## config.mk

```make
export PLATFORM = sky130hd
export DESIGN_NAME = umd_security_register_block
export DESIGN_NICKNAME = d
export VERILOG_FILES = /design/src/hw/rtl/usrb_pkg.sv /design/src/hw/rtl/usrb_front.sv /design/src/hw/rtl/usrb_queue.sv /design/src/hw/rtl/usrb_back.sv /design/src/hw/rtl/umd_security_register_block.sv
export SDC_FILE = /design/constraint.sdc
export NUM_CORES = 1
export LEC_CHECK = 0
export BUFFER_PORTS_ARGS = -buffer_cell sky130_fd_sc_hd__buf_2
export CORE_AREA = 2 2 198 200
export CTS_CLUSTER_SIZE = 16
export DETAILED_ROUTE_END_ITERATION = 16
export DIE_AREA = 0 0 200 202
export PLACE_DENSITY = 0.83
export SLEW_MARGIN = 20
export SYNTH_ARGS = -nofsm -noshare
export SYNTH_HDL_FRONTEND = slang
export SYNTH_SLANG_ARGS = --single-unit
```

## constraint.sdc

```tcl
create_clock -name clk -period 7.76 [get_ports clk]
set_input_delay 0.776 -clock clk [delete_from_list [all_inputs] [get_ports clk]]
set_output_delay 0.776 -clock clk [all_outputs]
set_load 0.02 [all_outputs]
```

## src/hw/rtl/usrb_pkg.sv

```systemverilog
package usrb_pkg;

  localparam int unsigned NumTransfersDefault = 10;
  localparam int unsigned QueueDepth = 2;

  localparam logic [7:0] XferBase = 8'h40;

  // Register offsets.
  localparam logic [7:0] REG_RESET      = 8'h08;
  localparam logic [7:0] REG_COMMAND    = 8'h10;
  localparam logic [7:0] REG_SPARE0     = 8'h14;
  localparam logic [7:0] REG_SPARE1     = 8'h18;
  localparam logic [7:0] REG_SPARE2     = 8'h1C;
  localparam logic [7:0] REG_IRQ_FLAGS  = 8'h20;
  localparam logic [7:0] REG_IRQ_CLEAR  = 8'h24;
  localparam logic [7:0] REG_IRQ_ENABLE = 8'h28;
  localparam logic [7:0] REG_IRQ_DIS    = 8'h2C;
  localparam logic [7:0] REG_SPARE3     = 8'h30;
  localparam logic [7:0] REG_SPARE4     = 8'h38;
  localparam logic [7:0] REG_SIZE       = 8'h90;
  localparam logic [7:0] REG_SPARE5     = 8'h94;

  // Access kinds.
  localparam logic ACC_READ  = 1'b0;
  localparam logic ACC_WRITE = 1'b1;

  // Command byte codes.
  localparam logic [7:0] OP_NOP1   = 8'h01;
  localparam logic [7:0] OP_NOP2   = 8'h02;
  localparam logic [7:0] OP_NOP3   = 8'h03;
  localparam logic [7:0] OP_SHORT  = 8'h04;
  localparam logic [7:0] OP_LONG   = 8'h05;
  localparam logic [7:0] OP_REGION = 8'h08;
  localparam logic [7:0] OP_SILENT = 8'h0B;

  localparam logic [4:0] ShortLen  = 5'd8;
  localparam logic [4:0] LongLen   = 5'd16;
  localparam logic [4:0] RegionLen = 5'd15;

  typedef enum logic [1:0] {
    KIND_DONE = 2'd0,
    KIND_BYTE = 2'd1,
    KIND_WORD = 2'd2
  } result_kind_t;

  typedef enum logic [1:0] {
    JOB_NONE   = 2'd0,
    JOB_SHORT  = 2'd1,
    JOB_LONG   = 2'd2,
    JOB_REGION = 2'd3
  } job_mode_t;

  // One classified access on its way from the front to the back.
  typedef struct packed {
    job_mode_t   mode;
    logic [31:0] base;
    logic [4:0]  count;
    logic [31:0] rdata;
    logic        irq;
    logic        pulse;
    logic        disc;
    logic        done;
    logic        fault;
  } job_t;

  function automatic logic [7:0] pat_short(input logic [2:0] i);
    logic [7:0] v;
    case (i)
      3'd0: v = 8'h12;
      3'd1: v = 8'h34;
      3'd2: v = 8'h56;
      3'd3: v = 8'h78;
      3'd4: v = 8'h9A;
      3'd5: v = 8'hBC;
      3'd6: v = 8'hDE;
      default: v = 8'hF0;
    endcase
    return v;
  endfunction

  function automatic logic [7:0] pat_long(input logic [3:0] i);
    logic [7:0] v;
    case (i)
      4'd0: v = 8'h0F;
      4'd1: v = 8'hED;
      4'd2: v = 8'hCB;
      4'd3: v = 8'hA9;
      4'd4: v = 8'h87;
      4'd5: v = 8'h65;
      4'd6: v = 8'h43;
      4'd7: v = 8'h21;
      default: v = pat_short(i[2:0]);
    endcase
    return v;
  endfunction

  function automatic logic [6:0] region_off(input logic [3:0] i);
    logic [6:0] v;
    case (i)
      4'd0: v = 7'd0;
      4'd1: v = 7'd4;
      4'd2: v = 7'd12;
      4'd3: v = 7'd40;
      4'd4: v = 7'd44;
      4'd5: v = 7'd48;
      4'd6: v = 7'd52;
      4'd7: v = 7'd56;
      4'd8: v = 7'd60;
      4'd9: v = 7'd64;
      4'd10: v = 7'd68;
      4'd11: v = 7'd72;
      4'd12: v = 7'd76;
      4'd13: v = 7'd80;
      default: v = 7'd84;
    endcase
    return v;
  endfunction

  function automatic logic [31:0] region_val(input logic [3:0] i);
    logic [31:0] v;
    case (i)
      4'd0: v = 32'h1234_5678;
      4'd2: v = 32'd2;
      4'd3: v = 32'h0000_000F;
      4'd4: v = 32'h8000_0000;
      4'd9: v = 32'd1;
      default: v = 32'd0;
    endcase
    return v;
  endfunction

endpackage

```

## src/hw/rtl/usrb_front.sv

```systemverilog
module usrb_front #(
  parameter int unsigned NUM_TRANSFERS = usrb_pkg::NumTransfersDefault
) (
  input  logic           clk,
  input  logic           rst,
  input  logic           accept,
  input  logic           cmd,
  input  logic [7:0]     reg_offset,
  input  logic [31:0]    wdata,
  input  logic           disc_present,
  output usrb_pkg::job_t job
);
  import usrb_pkg::*;

  localparam int unsigned XferEndInt = 64 + 8 * NUM_TRANSFERS;
  localparam logic [8:0] XferEnd = 9'(XferEndInt);

  // Only transfer 0 and the readable registers feed any result; the other
  // transfer pairs, the size word and spare 5 are write-only and never observed.
  logic [31:0] reset_word, reset_word_next;
  logic [7:0]  command_byte, command_byte_next;
  logic [31:0] irq_flags, irq_flags_next;
  logic [31:0] irq_enables, irq_enables_next;
  logic [31:0] xfer_addr0, xfer_addr0_next;
  logic [31:0] xfer_len0, xfer_len0_next;
  logic [31:0] spare1, spare1_next;
  logic [31:0] spare3, spare3_next;
  logic [31:0] spare4, spare4_next;

  logic in_window;

  assign in_window = (reg_offset >= XferBase) && ({1'b0, reg_offset} < XferEnd);

  always_comb begin
    reset_word_next   = reset_word;
    command_byte_next = command_byte;
    irq_flags_next    = irq_flags;
    irq_enables_next  = irq_enables;
    xfer_addr0_next   = xfer_addr0;
    xfer_len0_next    = xfer_len0;
    spare1_next       = spare1;
    spare3_next       = spare3;
    spare4_next       = spare4;

    job.mode  = JOB_NONE;
    job.base  = xfer_addr0;
    job.count = 5'd0;
    job.rdata = 32'd0;
    job.pulse = 1'b0;
    job.disc  = 1'b0;
    job.done  = 1'b0;
    job.fault = 1'b0;

    if (cmd == ACC_WRITE) begin
      if (in_window) begin
        if (reg_offset[7:3] == XferBase[7:3]) begin
          if (reg_offset[2]) begin
            xfer_len0_next = wdata;
          end else begin
            xfer_addr0_next = wdata;
          end
        end
      end else begin
        case (reg_offset)
          REG_RESET: begin
            reset_word_next = {wdata[31:1], 1'b0};
            job.pulse = wdata[0];
            job.disc  = wdata[0] & disc_present;
          end
          REG_COMMAND: begin
            command_byte_next = wdata[7:0];
            case (wdata[7:0])
              OP_SILENT: ;
              OP_NOP1, OP_NOP2, OP_NOP3: irq_flags_next = irq_flags | 32'd1;
              OP_SHORT: begin
                job.mode  = JOB_SHORT;
                job.count = (xfer_len0 < 32'(ShortLen)) ? xfer_len0[4:0] : ShortLen;
                irq_flags_next = irq_flags | 32'd1;
              end
              OP_LONG: begin
                job.mode  = JOB_LONG;
                job.count = (xfer_len0 < 32'(LongLen)) ? xfer_len0[4:0] : LongLen;
                irq_flags_next = irq_flags | 32'd1;
              end
              OP_REGION: begin
                job.mode  = JOB_REGION;
                job.count = RegionLen;
                job.done  = 1'b1;
                irq_flags_next = irq_flags | 32'd1;
              end
              default: job.fault = 1'b1;
            endcase
          end
          REG_SPARE1:     spare1_next = wdata;
          REG_IRQ_CLEAR:  irq_flags_next = irq_flags & ~wdata;
          REG_IRQ_ENABLE: irq_enables_next = irq_enables | wdata;
          REG_IRQ_DIS:    irq_enables_next = irq_enables & ~wdata;
          REG_SPARE3:     spare3_next = wdata;
          REG_SPARE4:     spare4_next = wdata;
          REG_SIZE, REG_SPARE5: ;
          default: job.fault = 1'b1;
        endcase
      end
    end else begin
      case (reg_offset)
        REG_RESET:      job.rdata = reset_word;
        REG_COMMAND:    job.rdata = {24'd0, command_byte};
        REG_SPARE0:     job.rdata = 32'd0;
        REG_SPARE1:     job.rdata = spare1;
        REG_SPARE2:     job.rdata = 32'd0;
        REG_IRQ_FLAGS:  job.rdata = irq_flags;
        REG_IRQ_CLEAR:  job.rdata = 32'd0;
        REG_IRQ_ENABLE: job.rdata = irq_enables;
        REG_IRQ_DIS:    job.rdata = 32'd0;
        REG_SPARE3:     job.rdata = spare3;
        REG_SPARE4:     job.rdata = spare4;
        default:        job.fault = 1'b1;
      endcase
    end

    // The interrupt line reflects the state after this transaction.
    job.irq = |(irq_flags_next & irq_enables_next);
  end

  always_ff @(posedge clk) begin
    if (rst) begin
      reset_word   <= 32'd0;
      command_byte <= 8'd0;
      irq_flags    <= 32'd0;
      irq_enables  <= 32'd0;
      xfer_addr0   <= 32'd0;
      xfer_len0    <= 32'd0;
      spare1       <= 32'd0;
      spare3       <= 32'd0;
      spare4       <= 32'd0;
    end else if (accept) begin
      reset_word   <= reset_word_next;
      command_byte <= command_byte_next;
      irq_flags    <= irq_flags_next;
      irq_enables  <= irq_enables_next;
      xfer_addr0   <= xfer_addr0_next;
      xfer_len0    <= xfer_len0_next;
      spare1       <= spare1_next;
      spare3       <= spare3_next;
      spare4       <= spare4_next;
    end
  end

endmodule

```

## src/hw/rtl/usrb_queue.sv

```systemverilog
module usrb_queue (
  input  logic           clk,
  input  logic           rst,
  input  logic           wr_en,
  input  usrb_pkg::job_t wr_job,
  output logic           full,
  input  logic           rd_en,
  output logic           rd_valid,
  output usrb_pkg::job_t rd_job
);
  import usrb_pkg::*;

  localparam int unsigned PtrW = (QueueDepth > 1) ? $clog2(QueueDepth) : 1;
  localparam int unsigned CntW = $clog2(QueueDepth + 1);
  localparam logic [PtrW-1:0] LastPtr = PtrW'(QueueDepth - 1);

  job_t entries [QueueDepth];
  logic [PtrW-1:0] wr_ptr, rd_ptr;
  logic [CntW-1:0] count;

  assign full     = (count == CntW'(QueueDepth));
  assign rd_valid = (count != '0);
  assign rd_job   = entries[rd_ptr];

  always_ff @(posedge clk) begin
    if (wr_en) begin
      entries[wr_ptr] <= wr_job;
    end
  end

  always_ff @(posedge clk) begin
    if (rst) begin
      wr_ptr <= '0;
      rd_ptr <= '0;
      count  <= '0;
    end else begin
      if (wr_en) begin
        wr_ptr <= (wr_ptr == LastPtr) ? '0 : wr_ptr + 1'b1;
      end
      if (rd_en) begin
        rd_ptr <= (rd_ptr == LastPtr) ? '0 : rd_ptr + 1'b1;
      end
      if (wr_en && !rd_en) begin
        count <= count + 1'b1;
      end else if (rd_en && !wr_en) begin
        count <= count - 1'b1;
      end
    end
  end

endmodule

```

## src/hw/rtl/usrb_back.sv

```systemverilog
module usrb_back (
  input  logic           clk,
  input  logic           rst,
  input  logic           job_valid,
  input  usrb_pkg::job_t job,
  output logic           job_pop,
  output logic           empty,
  input  logic           pop,
  output logic [1:0]     kind,
  output logic [31:0]    rdata,
  output logic [31:0]    mem_addr,
  output logic [31:0]    mem_data,
  output logic           irq_line,
  output logic           pin_pulse,
  output logic           disc_pin,
  output logic           scsi_done,
  output logic           fault,
  output logic           last
);
  import usrb_pkg::*;

  logic        out_valid;
  logic        load;
  logic        emit_mem;
  logic [4:0]  idx;
  logic [1:0]  kind_next;
  logic [31:0] addr_next;
  logic [31:0] data_next;

  // The output register is refilled in the same cycle its result is taken, when a job is waiting.
  assign load     = job_valid && (!out_valid || pop);
  assign emit_mem = (idx < job.count);
  assign job_pop  = load && !emit_mem;
  assign empty    = !out_valid;

  always_comb begin
    kind_next = KIND_DONE;
    addr_next = 32'd0;
    data_next = 32'd0;
    if (emit_mem) begin
      case (job.mode)
        JOB_SHORT: begin
          kind_next = KIND_BYTE;
          addr_next = job.base + 32'(idx);
          data_next = {24'd0, pat_short(idx[2:0])};
        end
        JOB_LONG: begin
          kind_next = KIND_BYTE;
          addr_next = job.base + 32'(idx);
          data_next = {24'd0, pat_long(idx[3:0])};
        end
        JOB_REGION: begin
          kind_next = KIND_WORD;
          addr_next = job.base + 32'(region_off(idx[3:0]));
          data_next = region_val(idx[3:0]);
        end
        default: ;
      endcase
    end
  end

  always_ff @(posedge clk) begin
    if (rst) begin
      out_valid <= 1'b0;
      idx       <= 5'd0;
    end else if (load) begin
      out_valid <= 1'b1;
      idx       <= emit_mem ? idx + 5'd1 : 5'd0;
    end else if (pop) begin
      out_valid <= 1'b0;
    end
  end

  always_ff @(posedge clk) begin
    if (load) begin
      kind      <= kind_next;
      mem_addr  <= addr_next;
      mem_data  <= data_next;
      rdata     <= emit_mem ? 32'd0 : job.rdata;
      irq_line  <= !emit_mem && job.irq;
      pin_pulse <= !emit_mem && job.pulse;
      disc_pin  <= !emit_mem && job.disc;
      scsi_done <= !emit_mem && job.done;
      fault     <= !emit_mem && job.fault;
      last      <= !emit_mem;
    end
  end

endmodule

```

## src/hw/rtl/umd_security_register_block.sv

```systemverilog
// A transaction passes through the two-entry job queue and then the back end's output
// register before its completion shows on the result ports; a command write first emits its
// memory writes. Throughput: one result per cycle from the back end while results are popped;
// a command write yields up to 16 byte writes plus completion, other accesses completion only.
// Reset: rst is synchronous and active high; it clears the registers, the queue pointers and
// the result valid flag, while the result data registers keep their contents.
module umd_security_register_block #(
  parameter int unsigned NUM_TRANSFERS = usrb_pkg::NumTransfersDefault
) (
  input  logic        clk,
  input  logic        rst,
  input  logic        push,
  output logic        full,
  input  logic        cmd,
  input  logic [7:0]  reg_offset,
  input  logic [31:0] wdata,
  input  logic        disc_present,
  output logic        empty,
  input  logic        pop,
  output logic [1:0]  kind,
  output logic [31:0] rdata,
  output logic [31:0] mem_addr,
  output logic [31:0] mem_data,
  output logic        irq_line,
  output logic        pin_pulse,
  output logic        disc_pin,
  output logic        scsi_done,
  output logic        fault,
  output logic        last
);
  import usrb_pkg::*;

  logic accept;
  job_t front_job;
  job_t head_job;
  logic head_valid;
  logic head_pop;

  assign accept = push && !full;

  usrb_front #(
    .NUM_TRANSFERS(NUM_TRANSFERS)
  ) u_front (
    .clk          (clk),
    .rst          (rst),
    .accept       (accept),
    .cmd          (cmd),
    .reg_offset   (reg_offset),
    .wdata        (wdata),
    .disc_present (disc_present),
    .job          (front_job)
  );

  usrb_queue u_queue (
    .clk      (clk),
    .rst      (rst),
    .wr_en    (accept),
    .wr_job   (front_job),
    .full     (full),
    .rd_en    (head_pop),
    .rd_valid (head_valid),
    .rd_job   (head_job)
  );

  usrb_back u_back (
    .clk       (clk),
    .rst       (rst),
    .job_valid (head_valid),
    .job       (head_job),
    .job_pop   (head_pop),
    .empty     (empty),
    .pop       (pop),
    .kind      (kind),
    .rdata     (rdata),
    .mem_addr  (mem_addr),
    .mem_data  (mem_data),
    .irq_line  (irq_line),
    .pin_pulse (pin_pulse),
    .disc_pin  (disc_pin),
    .scsi_done (scsi_done),
    .fault     (fault),
    .last      (last)
  );

endmodule

```

* Yosys cells after proc, flatten, opt, wreduce, memory -nomap -nowiden
Memories as Yosys holds them, arrays and structs flattened. A register that Yosys moved wholly into a read port is not among the register bits.
Cells that the tools add are included.
** Storage, ports and cells
- Memory bits (read-only) :: 80
- Memories :: 2
- Output and inout port bits :: 106
- Register bits :: 377
- Word-level logic and storage cells :: 169
- Memory bits (writable) :: 152
- Bits of input ports :: 46
** Cells by class
- Bitwise operators :: 8
- Equality and inequality tests :: 39
- Reduce and logical (&&, ||, !) cells :: 35
- Add/subtract/negate cells :: 7
- Order comparisons :: 5
- Multiplexer cells :: 49
** Memory list
- u_queue.entries :: words 2, bits a word 76, rd ports 1, clocked after memory_dff 1, write ports 1, RTL line usrb_queue.sv:17 : job_t entries [QueueDepth];
- (name not given) :: words 16, bits a word 5, rd ports 1, clocked after memory_dff 1, write ports 0, RTL line usrb_pkg.sv:99 : case (i)
** Operators by type and width (count)
- one-hot mux 32 bit (7 select lines) :: 1
- one-hot mux 32 bit (2 select lines) :: 3
- 2-to-1 mux 32 bit :: 5
- one-hot mux 32 bit (5 select lines) :: 1
- AND 32 bit :: 3
- one-hot mux 32 bit (3 select lines) :: 1
- one-hot mux 8 bit (8 select lines) :: 1
- one-hot mux 8 bit (7 select lines) :: 1
- == test 8 x 6 -> 1 bit, second input constant :: 6
- adder 32 x 5 -> 32 bit :: 1
- adder 32 x 7 -> 32 bit :: 1
- == test 8 x 5 -> 1 bit, second input constant :: 4
- < comparator 32 x 4 -> 1 bit, second input constant :: 1
- < comparator 32 x 5 -> 1 bit, second input constant :: 1
- NOT 32 bit :: 1
- bitwise OR 32 bit :: 1
- OR reduction 32 bit :: 1
- 2-to-1 mux 5 bit :: 6
- == test 8 x 4 -> 1 bit, second input constant :: 3
- AND reduction 4 bit :: 5
- == test 4 x 3 -> 1 bit, second input constant :: 4
- == test 8 x 2 -> 1 bit, second input constant :: 2
- == test 8 x 3 -> 1 bit, second input constant :: 2
- == test 8 bit, second input constant :: 2
- other kinds (40) :: 86

* Logic depth before layout (Yosys ltp)
- Depth after elaboration :: 8
- Gate-level depth with buffers :: 19

* By module
From an unflattened synthesis, not the netlist that was laid out.
** Unflattened totals
- Cell total of the unflattened synthesis :: 2333
- Area total of the unflattened synthesis :: 23502.5 um2
** By module, submodules not included
- usrb_front :: area an instance 11946.5 um2, times used 1, cells an instance 1510, sequential area each 5265.0 um2
- usrb_queue :: area an instance 5845.6 um2, times used 1, cells an instance 258, sequential area each 4664.5 um2
- usrb_back :: area an instance 5696.7 um2, times used 1, cells an instance 564, sequential area each 2682.6 um2
- umd_security_register_block :: area an instance 13.8 um2, times used 1, cells an instance 1, sequential area each 0.0 um2

* Worst setup path after synthesis
Ideal clock, no wire load.
- Path kind :: input to register
- From :: input pop
- To :: register with a tool-made name
- Path slack :: 1741 ps
- Buffers on the path :: 0
- Stages on the path :: 8
- Data required time :: 7690 ps
- Setup time :: 70 ps
- Arrival time :: 5949 ps
- Cells stage by stage :: nor2b_1 > nor2_1 > mux2i_1 > nor2_1 > inv_1 > ha_1 > or2_2 > a21oi_1
** RTL lines
- start: declaration :: RTL line umd_security_register_block.sv:19 : input logic pop,

==> metrics <==
ANT nets after route=0; most frequent cells in the layout=554 x nand2_1, 295 x a21oi_1, 278 x dfxtp_1; Syn-to-layout area delta=11.2%; total CTS buffers=50; via/cell ratio=6.39; Seq/Total Area, Yosys=0.548; Crit Path Category=reg -> reg; Final nets=2,534; min cycle time layout=around 4.6 ns; Die W=around 200 um; antenna violations before repair=6; clk_lat worst skew=a little over 0.6 ns; final setup fails=0; status=finished clean; first-pass GRT wire length=101,000 um; R2R depth=9; Overflow after GRT=0; Startpoint Class=flip-flop; final setup TNS=0 ns; final worst-path cycle share=0.594; cts repair resizes=0; clk sinks=513; Min-Delay Path Depth=2; share of layout cells above drive strength 1=0.117; DRC violations left=0; Max Cap Viol=0; IO Port Bufs=~140; EDFF count, synth=between 200 and 250; Synth async-reset ratio=0; FF+latch count, synth=just over 500; Primary FF master, synth=dfxtp_1; Critical Path RT=between 8 and 9 ns; largest area contributor in the netlist=edfxtp_1; area of the die=roughly 0.040 mm2; final-report hold violation count=0; fillers=2,931; worst hold endpoint=u_front.spare4[28]$_SDFFE_PP0P_; post-CTS setup buffer count=0; Max VDD drop=just over 0.2 mV; Reg clk slew, reported paths=0.06 ns; H-tree levels=2; Mean Syn Cell Area=~9.4 um2; Critical R2R Capture=u_back.mem_addr[16]$_SDFFCE_PP0P_; Mapped Area=roughly 0.023 mm2; Boundary Pins=around 150; Synth area leaders=edfxtp_1 31%, dfxtp_1 24%, nand2_1 9.1%, a21oi_1 6.4%, mux2i_1 4.0%; Die Ht=202 um; CTS Hold Bufs=0; CP Max Fanout=85; GRT Util Overall=0.324; r2r setup slk=about 3.2 ns; Slew Viols, Final=0; most common cell after layout, fill and taps aside=nand2_1; CTS tree=done; Power, Total=0.00756 W; starting density of the core=0.601; Syn Inst Count=roughly 2.4k; yosys warns=0; GP Congestion=roughly 0.94; Static Leak=8.62 nW; detailed-router iteration count before antenna repair=7; routed len/inst=between 20 and 25 um; Worst Max-Slew Pin Slew=approximately 1.1 ns; crit path DAT=slightly below 5 ns; Unique masters post-synth=67; power density cells=295 mW/mm2; pin count of the biggest net entering global routing=117; # rows=72; hpwl dp=about 42,000 um; Core Region=between 0.03 and 0.04 mm2; clk buf depth=3; clock skew=around 0.020 ns; RSZ-0062 raised after global routing=false; vias in the first global route=approximately 18k; top cell type's share of synthesized area=0.305; Crit. End Element=flip-flop; clk root buf=clkbuf_16; hold wc startpoint=u_front.spare4[28]$_SDFFE_PP0P_; vias=approximately 19k; final wirelength=around 66,000 um; Min-Delay Path Class=reg -> reg; Max Clk Rate=between 200 and 250 MHz; headroom to the max-slew limit=0.253; DR iter-0 viols=approximately 2.6k
-- state kept, by name (all words and copies together) (netlist names), 2 cells and up, named ones only --
signal and flops:
u_queue.count 2, u_back.kind 2, u_front.spare4 32, u_front.command_byte 8
u_front.reset_word 31, u_front.spare1 32, u_back.rdata 32, u_back.idx 5
u_back.mem_data 10, u_front.irq_enables 32, u_queue.entries 152, u_back.mem_addr 32
u_front.irq_flags 32, u_front.xfer_addr0 32, u_front.spare3 32, u_front.xfer_len0 32
-- per-stage QoR --
stage / setup slack [ns] / util / hold WS [ns] / std cells / instance area [um2]
global placement: 3.38 / 0.621 / 0.432 / 2922 / 23800
detailed placement: 3.29 / 0.621 / 0.443 / 2922 / 23800
finish: 3.15 / 0.668 / 0.456 / 3023 / 25600
CTS: 3.23 / 0.667 / 0.455 / 3016 / 25500
global route: 2.85 / 0.668 / 0.467 / 3023 / 25600
floorplan: 1.74 / - / 0.425 / 2450 / 23100
-- area by class of cell --
type                            instances  area [um2]  share of cell area
Sequential cell                       513       12600               0.493
Antenna cell                            6        15.0            0.000587
Clock inverter                         30         398              0.0155
Clock buffer                           64        1370              0.0533
Multi-Input combinational cell       1709        9580               0.374
Timing Repair Buffer                  161         892              0.0349
Tap cell                              518         648              0.0253
Inverter                               22        82.6             0.00323
-- cell usage after synthesis, types with 25 or more instances --
cell type	n
nand2_1	556
a21oi_1	295
dfxtp_1	279
edfxtp_1	234
clkbuf_1	164
nor2_1	137
a22oi_1	117
mux2i_1	92
o21ai_0	74
nand3_1	45
nand2b_1	37
ha_1	29
nand4_1	25
-- power by group --
group	internal, W	switching (W)
clock	0.00152	0.00107
combinational	0.000456	0.00111
sequential	0.00327	0.000135
total	0.00524	0.00232
-- cell families (layout without fill, tap and decap cells) --
family          Yosys count  in the layout  share of synthesized area
compound gates          621            621                      0.163
xor+xnor                 21             21                    0.00799
fa+ha+maj                31             31                     0.0175
buf+inv                 228            277                     0.0418
flops                   513            513                      0.548
mux                     111            111                     0.0493
other cells               1             20                   0.000163
simple gates            911            911                      0.172
-- critical path: stages (launching register included) --
cell	delay [ns]
dfxtp_4	0.70
buf_4	0.89
mux2_2	0.48
ha_1	0.35
o21ai_0	0.15
o21bai_1	0.52
nand3_1	0.33
nor4b_1	0.48
o22ai_1	0.14
mux2_2	0.28
-- routing by layer --
layer | share of wire | GRT usage | up-vias | wire length, um
li1 | - | - | 8662 | -
met3 | 0.11 | 0.0733 | 223 | 7410
met1 | 0.39 | 0.442 | 9210 | 25500
met5 | 0 | 0 | - | 0
met2 | 0.46 | 0.495 | 1219 | 30100
met4 | 0.046 | 0.142 | 0 | 3050
-- worst max path at each step --
stage / start / endpoint / slack (ns) / cells after the start
global route: flip-flop / u_back.mem_addr[16]$_SDFFCE_PP0P_ / 2.85 / 9
floorplan: pop / flip-flop / 1.74 / 8
detailed placement: flip-flop / u_back.mem_addr[16]$_SDFFCE_PP0P_ / 3.29 / 9
CTS: flip-flop / u_back.mem_addr[16]$_SDFFCE_PP0P_ / 3.23 / 9
global placement: flip-flop / u_back.mem_addr[16]$_SDFFCE_PP0P_ / 3.38 / 9
finish: flip-flop / u_back.mem_addr[16]$_SDFFCE_PP0P_ / 3.15 / 9
Power figures use the tool's default switching activity.
